## config.mk

```make
export PLATFORM = sky130hd
export DESIGN_NAME = ticket_order_lock_arbiter
export DESIGN_NICKNAME = d
export VERILOG_FILES = /design/src/rtl/tola_pkg.sv /design/src/rtl/tola_scan.sv /design/src/rtl/ticket_order_lock_arbiter.sv
export SDC_FILE = /design/constraint.sdc
export NUM_CORES = 1
export LEC_CHECK = 0
export BUFFER_PORTS_ARGS = -buffer_cell sky130_fd_sc_hd__buf_2
export CAP_MARGIN = 10
export CORE_MARGIN = 2
export CORE_UTILIZATION = 55
export CTS_CLUSTER_DIAMETER = 30
export CTS_CLUSTER_SIZE = 16
export DETAILED_ROUTE_END_ITERATION = 6
export GPL_ROUTABILITY_DRIVEN = 0
export HOLD_SLACK_MARGIN = 0.03
export PLACE_DENSITY = 0.75
export SYNTH_ARGS = -nofsm -noshare
export SYNTH_HDL_FRONTEND = slang
export SYNTH_HIERARCHICAL = 1
export SYNTH_SLANG_ARGS = --single-unit
export TNS_END_PERCENT = 50
```

## constraint.sdc

```tcl
create_clock -name clk_i -period 17.2 [get_ports clk_i]
set_clock_uncertainty 0.15 [all_clocks]
set_input_delay 2.58 -clock clk_i [delete_from_list [all_inputs] [get_ports clk_i]]
set_output_delay 2.58 -clock clk_i [all_outputs]
set_load 0.05 [all_outputs]
```

## src/rtl/tola_pkg.sv

```systemverilog
`timescale 1ns / 1ps
// ----------------------------------------------------------------------------
// tola_pkg
// Shared types and constants of the ticket order lock arbiter.
// ----------------------------------------------------------------------------
package tola_pkg;

  localparam int MAX_REQ_DEF     = 8;
  localparam int TICKET_BITS_DEF = 16;

  localparam int ID_W     = 3;
  localparam int CNT_W    = 4;
  localparam int ISSUED_W = 16;
  localparam int ERR_W    = 2;

  localparam logic [CNT_W-1:0] ACTIVE_RESET = 4'd8;

  typedef enum logic {
    REQ_LOCK   = 1'b0,
    REQ_UNLOCK = 1'b1
  } req_type_e;

  typedef enum logic [ERR_W-1:0] {
    ERR_OK       = 2'd0,
    ERR_RANGE    = 2'd1,
    ERR_OVERFLOW = 2'd2
  } err_e;

  typedef struct packed {
    logic            valid;
    logic [ID_W-1:0] id;
  } owner_t;

endpackage

```

## src/rtl/tola_scan.sv

```systemverilog
`timescale 1ns / 1ps
// ----------------------------------------------------------------------------
// tola_scan
// Reduction trees over the ticket table: largest active ticket, and the
// owner (smallest nonzero ticket, lowest id on ties) over all active entries
// and over the active entries other than one excluded id.
// ----------------------------------------------------------------------------
module tola_scan #(
  parameter int MAX_REQUESTERS = tola_pkg::MAX_REQ_DEF,
  parameter int TICKET_BITS    = tola_pkg::TICKET_BITS_DEF
) (
  input  logic [TICKET_BITS-1:0]   tickets_i [MAX_REQUESTERS],
  input  logic [tola_pkg::CNT_W-1:0] count_i,
  input  logic                     excl_en_i,
  input  logic [tola_pkg::ID_W-1:0]  excl_id_i,
  output logic [TICKET_BITS-1:0]   top_o,
  output tola_pkg::owner_t         own_all_o,
  output tola_pkg::owner_t         own_excl_o
);
  import tola_pkg::*;

  localparam int LVL   = (MAX_REQUESTERS > 1) ? $clog2(MAX_REQUESTERS) : 1;
  localparam int N2    = 1 << LVL;
  localparam int NODES = 2 * N2 - 1;
  localparam int IDX_W = LVL;

  logic [TICKET_BITS-1:0] mx    [NODES];
  logic [TICKET_BITS-1:0] a_val [NODES];
  logic [IDX_W-1:0]       a_idx [NODES];
  logic                   a_ok  [NODES];
  logic [TICKET_BITS-1:0] e_val [NODES];
  logic [IDX_W-1:0]       e_idx [NODES];
  logic                   e_ok  [NODES];

  always_comb begin
    logic act;
    logic nz;
    logic ex;
    int   l;
    int   r;
    for (int k = 0; k < N2; k++) begin
      if (k < MAX_REQUESTERS) begin
        act = (k < 32'(count_i));
        nz  = (tickets_i[k] != '0);
        ex  = excl_en_i && (32'(excl_id_i) == k);
        mx[N2-1+k]    = act ? tickets_i[k] : '0;
        a_val[N2-1+k] = tickets_i[k];
        a_idx[N2-1+k] = IDX_W'(k);
        a_ok[N2-1+k]  = act && nz;
        e_val[N2-1+k] = tickets_i[k];
        e_idx[N2-1+k] = IDX_W'(k);
        e_ok[N2-1+k]  = act && nz && !ex;
      end else begin
        mx[N2-1+k]    = '0;
        a_val[N2-1+k] = '0;
        a_idx[N2-1+k] = '0;
        a_ok[N2-1+k]  = 1'b0;
        e_val[N2-1+k] = '0;
        e_idx[N2-1+k] = '0;
        e_ok[N2-1+k]  = 1'b0;
      end
    end
    // left subtree holds lower ids, so it wins ties
    for (int k = N2 - 2; k >= 0; k--) begin
      l = 2 * k + 1;
      r = 2 * k + 2;
      mx[k] = (mx[l] >= mx[r]) ? mx[l] : mx[r];
      if (a_ok[l] && (!a_ok[r] || a_val[l] <= a_val[r])) begin
        a_val[k] = a_val[l];
        a_idx[k] = a_idx[l];
      end else begin
        a_val[k] = a_val[r];
        a_idx[k] = a_idx[r];
      end
      a_ok[k] = a_ok[l] || a_ok[r];
      if (e_ok[l] && (!e_ok[r] || e_val[l] <= e_val[r])) begin
        e_val[k] = e_val[l];
        e_idx[k] = e_idx[l];
      end else begin
        e_val[k] = e_val[r];
        e_idx[k] = e_idx[r];
      end
      e_ok[k] = e_ok[l] || e_ok[r];
    end
  end

  assign top_o            = mx[0];
  assign own_all_o.valid  = a_ok[0];
  assign own_all_o.id     = a_ok[0] ? ID_W'(a_idx[0]) : '0;
  assign own_excl_o.valid = e_ok[0];
  assign own_excl_o.id    = e_ok[0] ? ID_W'(e_idx[0]) : '0;

endmodule

```

## src/rtl/ticket_order_lock_arbiter.sv

```systemverilog
`timescale 1ns / 1ps
// ----------------------------------------------------------------------------
// ticket_order_lock_arbiter
// Lock arbiter that grants in ticket order: lock requests draw a ticket one
// above the largest held, unlocks drop it, and every transaction reports
// the current owner.
// Accepted transactions wait in the input register; results go to the
// result register. Throughput: one transaction per cycle unless the output
// stalls; the table update and both reduction trees settle between them.
// Reset: all tickets cleared, active_count set to 8, both stages empty.
// ----------------------------------------------------------------------------
module ticket_order_lock_arbiter #(
  parameter int MAX_REQUESTERS = tola_pkg::MAX_REQ_DEF,
  parameter int TICKET_BITS    = tola_pkg::TICKET_BITS_DEF
) (
  input  logic                          clk_i,
  input  logic                          rst_ni,
  input  logic                          cfg_we_i,
  input  logic [tola_pkg::CNT_W-1:0]    cfg_wdata_i,
  input  logic                          in_valid_i,
  output logic                          in_stall_o,
  input  logic                          req_type_i,
  input  logic [tola_pkg::ID_W-1:0]     requester_id_i,
  output logic                          out_valid_o,
  input  logic                          out_stall_i,
  output logic                          owner_valid_o,
  output logic [tola_pkg::ID_W-1:0]     owner_id_o,
  output logic [tola_pkg::ISSUED_W-1:0] ticket_issued_o,
  output logic [tola_pkg::ERR_W-1:0]    error_code_o
);
  import tola_pkg::*;

  localparam logic [TICKET_BITS-1:0] TICKET_MAX = {TICKET_BITS{1'b1}};

  logic [CNT_W-1:0]       active_count_q;
  logic [TICKET_BITS-1:0] tickets_q [MAX_REQUESTERS];

  logic                   in_valid_q;
  req_type_e              req_q;
  logic [ID_W-1:0]        id_q;

  logic                   out_valid_q;
  owner_t                 owner_q, owner_d;
  logic [ISSUED_W-1:0]    issued_q, issued_d;
  err_e                   err_q, err_d;

  logic                   res_free;
  logic                   adv;
  logic                   accept;
  logic                   in_range;
  logic                   is_lock;
  logic                   overflow;
  logic                   change;
  logic [TICKET_BITS-1:0] top;
  logic [TICKET_BITS-1:0] new_ticket;
  owner_t                 own_all;
  owner_t                 own_excl;

  assign res_free   = !out_valid_q || !out_stall_i;
  assign adv        = in_valid_q && res_free;
  assign in_stall_o = in_valid_q && !res_free;
  assign accept     = in_valid_i && !in_stall_o;

  tola_scan #(
    .MAX_REQUESTERS (MAX_REQUESTERS),
    .TICKET_BITS    (TICKET_BITS)
  ) u_scan (
    .tickets_i  (tickets_q),
    .count_i    (active_count_q),
    .excl_en_i  (change),
    .excl_id_i  (id_q),
    .top_o      (top),
    .own_all_o  (own_all),
    .own_excl_o (own_excl)
  );

  assign in_range   = (32'(id_q) < MAX_REQUESTERS) && ({1'b0, id_q} < active_count_q);
  assign is_lock    = (req_q == REQ_LOCK);
  assign overflow   = (top == TICKET_MAX);
  assign change     = in_range && !(is_lock && overflow);
  assign new_ticket = is_lock ? (top + TICKET_BITS'(1)) : '0;

  always_comb begin
    err_d    = ERR_OK;
    issued_d = '0;
    owner_d  = own_all;
    if (!in_range) begin
      err_d = ERR_RANGE;
    end else if (is_lock && overflow) begin
      err_d = ERR_OVERFLOW;
    end else if (is_lock) begin
      issued_d = ISSUED_W'(new_ticket);
      // new ticket is above every active one
      owner_d  = own_excl.valid ? own_excl : owner_t'{valid: 1'b1, id: id_q};
    end else begin
      owner_d  = own_excl;
    end
  end

  always_ff @(posedge clk_i or negedge rst_ni) begin
    if (!rst_ni) begin
      active_count_q <= ACTIVE_RESET;
      in_valid_q     <= 1'b0;
      out_valid_q    <= 1'b0;
      for (int i = 0; i < MAX_REQUESTERS; i++) begin
        tickets_q[i] <= '0;
      end
    end else begin
      if (cfg_we_i) begin
        active_count_q <= cfg_wdata_i;
      end
      in_valid_q  <= accept || (in_valid_q && !adv);
      out_valid_q <= adv || (out_valid_q && out_stall_i);
      for (int i = 0; i < MAX_REQUESTERS; i++) begin
        if (adv && change && (32'(id_q) == i)) begin
          tickets_q[i] <= new_ticket;
        end
      end
    end
  end

  always_ff @(posedge clk_i) begin
    if (accept) begin
      req_q <= req_type_e'(req_type_i);
      id_q  <= requester_id_i;
    end
    if (adv) begin
      owner_q  <= owner_d;
      issued_q <= issued_d;
      err_q    <= err_d;
    end
  end

  assign out_valid_o     = out_valid_q;
  assign owner_valid_o   = owner_q.valid;
  assign owner_id_o      = owner_q.id;
  assign ticket_issued_o = issued_q;
  assign error_code_o    = err_q;

  a_issue_ok : assert property (@(posedge clk_i) disable iff (!rst_ni)
    (out_valid_q && issued_q != '0) |-> (err_q == ERR_OK && owner_q.valid))
    else $error("ticket issued with error or without owner");

  a_owner_active : assert property (@(posedge clk_i) disable iff (!rst_ni)
    (out_valid_q && owner_q.valid) |-> ({1'b0, owner_q.id} < active_count_q))
    else $error("owner outside active requesters");

  a_in_hold : assert property (@(posedge clk_i) disable iff (!rst_ni)
    (in_valid_q && !adv) |=> (in_valid_q && $stable(id_q) && $stable(req_q)))
    else $error("input register lost a waiting transaction");

endmodule

```

==> flow_metrics.py <==
metrics = {
    "route": {
        "routed_wl_mm": 61.7,
        "num_vias": 16600,
        "drt-pass1-iter-count": 7,
        "vias_per_cell": 6.96,
        "wl_per_cell_um": 25.8,
        "drt_iter0_markers": 2424,
        "ant_nets": 0,
        "drc": 3,
    },
    "sta": {
        "relSlewSlack_pct": -0.516,
        "period_needed_ns": 16.47,
        "tightest_slew_ns": 1.50,
        "hold_viol": 0,
        "finalCritPeriodShare_pct": 95.8,
        "max_freq_mhz": 60.7,
        "rsz0062_at_grt": "false",
        "final_max_slew_viol_count": 9,
        "fin_setup_tns_ns": 0,
        "setup_violations": 0,
    },
    "worst_setup_path": {
        "crit_path_end": "owner_id_o[0]",
        "critPathRequiredTime_ns": 17.24,
        "timing.critical_path.mode_cell": "a21o_1",
        "r2r-start": "active_count_q[3]",
        "crit_arrival_ns": 16.51,
        "cp_slowest_cell": "dfstp_2",
        "cpPeakStageDelay_ns": 0.82,
        "crit_start": "active_count_q[3]",
        "reg2regPathDepth": 57,
        "endpoint_kind": "flip-flop",
        "critPathLaunchType": "flip-flop",
        "r2r_slack_ns": 0.73,
        "critPathMaxFanout": 31,
        "reg2reg_to": "owner_id_o[0]",
        "crit_type": "flip-flop to flip-flop",
    },
    "cells_and_area": {
        "final_cells": 2387,
        "num_antenna_cells": 0,
        "final_core_util_pct": 59.6,
        "finalNetCount": 2260,
        "syn_to_final_growth_pct": 6.02,
        "drive_above_1_share_pct": 16.2,
        "final_cell_area_mm2": 0.0189,
    },
    "global_route": {
        "grt_overflow": 0,
        "use_met3_pct": 10.4,
        "grtUsageMet1_pct": 47.0,
        "antenna_found_initial": 0,
        "gr-max-usage-layer": "met2",
        "grtUsageTotal_pct": 36.6,
        "grt_pass1_vias": 15900,
        "grt_max_degree": 77,
        "grt_first_pass_wirelength_mm": 92.6,
        "grt_use_met2_pct": 53.8,
    },
    "place": {
        "numPortBuffers": 36,
        "hpwl_mm": 46.7,
        "placed_area_mm2": 0.0182,
        "placed_cells": 2354,
    },
    "synth": {
        "synth-seq-cells": 160,
        "synth_most_common_cell": "ha_1",
        "syn_avg_cell_area_um2": 9.02,
        "netlist_area_mm2": 0.0178,
        "ys_warn_count": 6,
        "netlist.area_leader.share_pct": 19.3,
        "synth_cell_type_count": 81,
        "yosysSeqAreaShare_pct": 23.2,
        "syn_inst": 1976,
        "synth_top_area_cell": "ha_1",
        "synth_nets": 2264,
        "synth_area_leaders": "ha_1 19%, dfrtp_1 19%, mux2_2 11%, mux2i_1 5.7%, edfxtp_1 4.4%",
        "async_flop_share_pct": 83.8,
        "synthTopCellsByCount": "275 x ha_1, 188 x nand2_1, 173 x mux2_2, 166 x inv_1, 133 x dfrtp_1",
        "synth_edf_count": 26,
        "synth_ff_type": "dfrtp_1",
    },
    "cts": {
        "cts_setup_buffers": 0,
        "cts_hold_buffers": 0,
        "clkLatencyLatePin_ns": 0.47,
        "htreeDepth": 4,
        "cts_tree": "yes",
        "cts_buffers": 17,
        "clk_pin_slew_ns": 0.08,
        "numClockSinks": 160,
        "cts.path.max_buffers": 2,
        "cts_resized": 0,
        "cts_root_buf": "clkbuf_16",
    },
    "floorplan": {
        "die_area_mm2": 0.0338,
        "fp.dieW_um": 184,
        "fp.coreArea_mm2": 0.0317,
        "initial_utilization_pct": 56.2,
        "num_io_pins": 37,
        "die_h_um": 184,
        "row_count": 65,
    },
    "power_and_ir_drop": {
        "ir_drop_uv": 251,
        "p_per_area_mw_per_mm2": 182,
        "power_frac_comb_pct": 73.8,
        "leakage_uw": 0.00921,
        "switching_share_pct": 52.5,
        "p_int_uw": 1630,
        "p_sw_uw": 1800,
        "finalPower_uw": 3430,
        "seq_power_share_pct": 14.0,
        "p_clk_share_pct": 12.2,
    },
    "hold_path": {
        "whs_path_depth": 1,
        "hold_class": "flip-flop to flip-flop",
    },
    "flow_run": {
        "drv_cap": 1,
    },
    "outcome": {
        "violations": "DRC, capacitance limit, slew limit",
        "status": "complete, but fails checks",
    },
}
[metrics by stage]
step | hold slack (ns) | setup WS [ns]
6_report | 0.349 | 0.731
5_1_grt | 0.399 | 0.00839
4_1_cts | 0.352 | 0.874
3_5_place_dp | 0.334 | 1.05
3_3_place_gp | 0.327 | 1.39
2_1_floorplan | 0.307 | 3.90
[critical path, delay by kind of cell, from the launching register on]
family,cells,cell delay (ns)
AO/OA/AOI/OAI,26,6.73
AND/OR/NAND/NOR,18,4.90
adder cells (fa/ha/maj),6,1.75
multiplexers,4,1.21
flip-flops,1,0.82
buffers and inverters,3,0.59
[power by group through the flow]
stage / sequential, uW / clock [uW] / combinational (uW)
5_1_grt: 483 / 434 / 2710
3_5_place_dp: 484 / 0 / 2420
6_report: 482 / 418 / 2530
2_1_floorplan: 490 / 0 / 1850
4_1_cts: 478 / 417 / 2430
3_3_place_gp: 485 / 0 / 2350
[final cells by class]
type                    instances  area [um2]
multi-input cells            1573       12700
clock inverters                11         139
fillers                      2666       12800
well taps                     402         503
repair buffers                 54         322
flip-flops and latches        160        4140
clock buffers                  21         493
inverters                     166         623
[routing by layer]
metal  share of wire, %  vias to the layer above
li1                   -                     7266
met1                 38                     7794
met2                 41                     1261
met3                 13                      302
met4                7.5                        0
met5                  0                        -
[how the worst min path moves through the flow]
stage / slack [ns] / start / to
after floorplan: 0.31 / in_valid_q / out_valid_o
after global placement: 0.33 / in_valid_q / out_valid_o
after detailed placement: 0.33 / in_valid_q / out_valid_o
after CTS: 0.35 / in_valid_q / out_valid_o
after global routing: 0.40 / in_valid_q / out_valid_o
final: 0.35 / in_valid_q / out_valid_o
[registers in the layout (all words and copies together), names as in the netlist]
register,count
tickets_q,128
req_q,1
id_q,3
owner_valid_o,1
ticket_issued_o,16
error_code_o,2
active_count_q,4
out_valid_o,1
in_valid_q,1
owner_id_o,3
[cells in the final DEF, fill, tap and decap left out, types with 5 or more instances in the layout]
cell	instances
a211oi_1	10
a22o_1	14
nor4_4	5
a221o_1	19
inv_1	166
a21oi_1	128
a2111oi_0	10
mux2_4	26
and4_1	5
mux2i_1	102
buf_4	17
nand2b_1	13
a21o_1	75
o21a_1	31
o211ai_1	12
mux2_2	173
nor2_1	108
or2_2	5
and2_1	22
nor4_1	41
o21ai_1	6
nor2b_1	30
clkbuf_16	19
a31oi_1	6
o21ai_0	61
ha_1	275
nand2_1	187
dfrtp_1	133
or3_1	6
or4_1	6
buf_2	35
nand4_1	54
nor3_1	24
xnor2_1	10
nand3_1	34
edfxtp_1	26
[kinds of logic (layout without fill, tap and decap cells)]
group | after synthesis | after routing | share of synthesized area, %
AOI/OAI and AO/OA | 424 | 424 | 16.2
muxes | 302 | 302 | 18.9
and+or+nand+nor | 558 | 558 | 15.7
adders and majority gates | 275 | 275 | 19.3
DFF | 160 | 160 | 23.2
xor gates and xnor gates | 14 | 14 | 0.688
buffers and inverters | 243 | 252 | 5.89
Note: power is estimated with default switching activity, not from simulation.
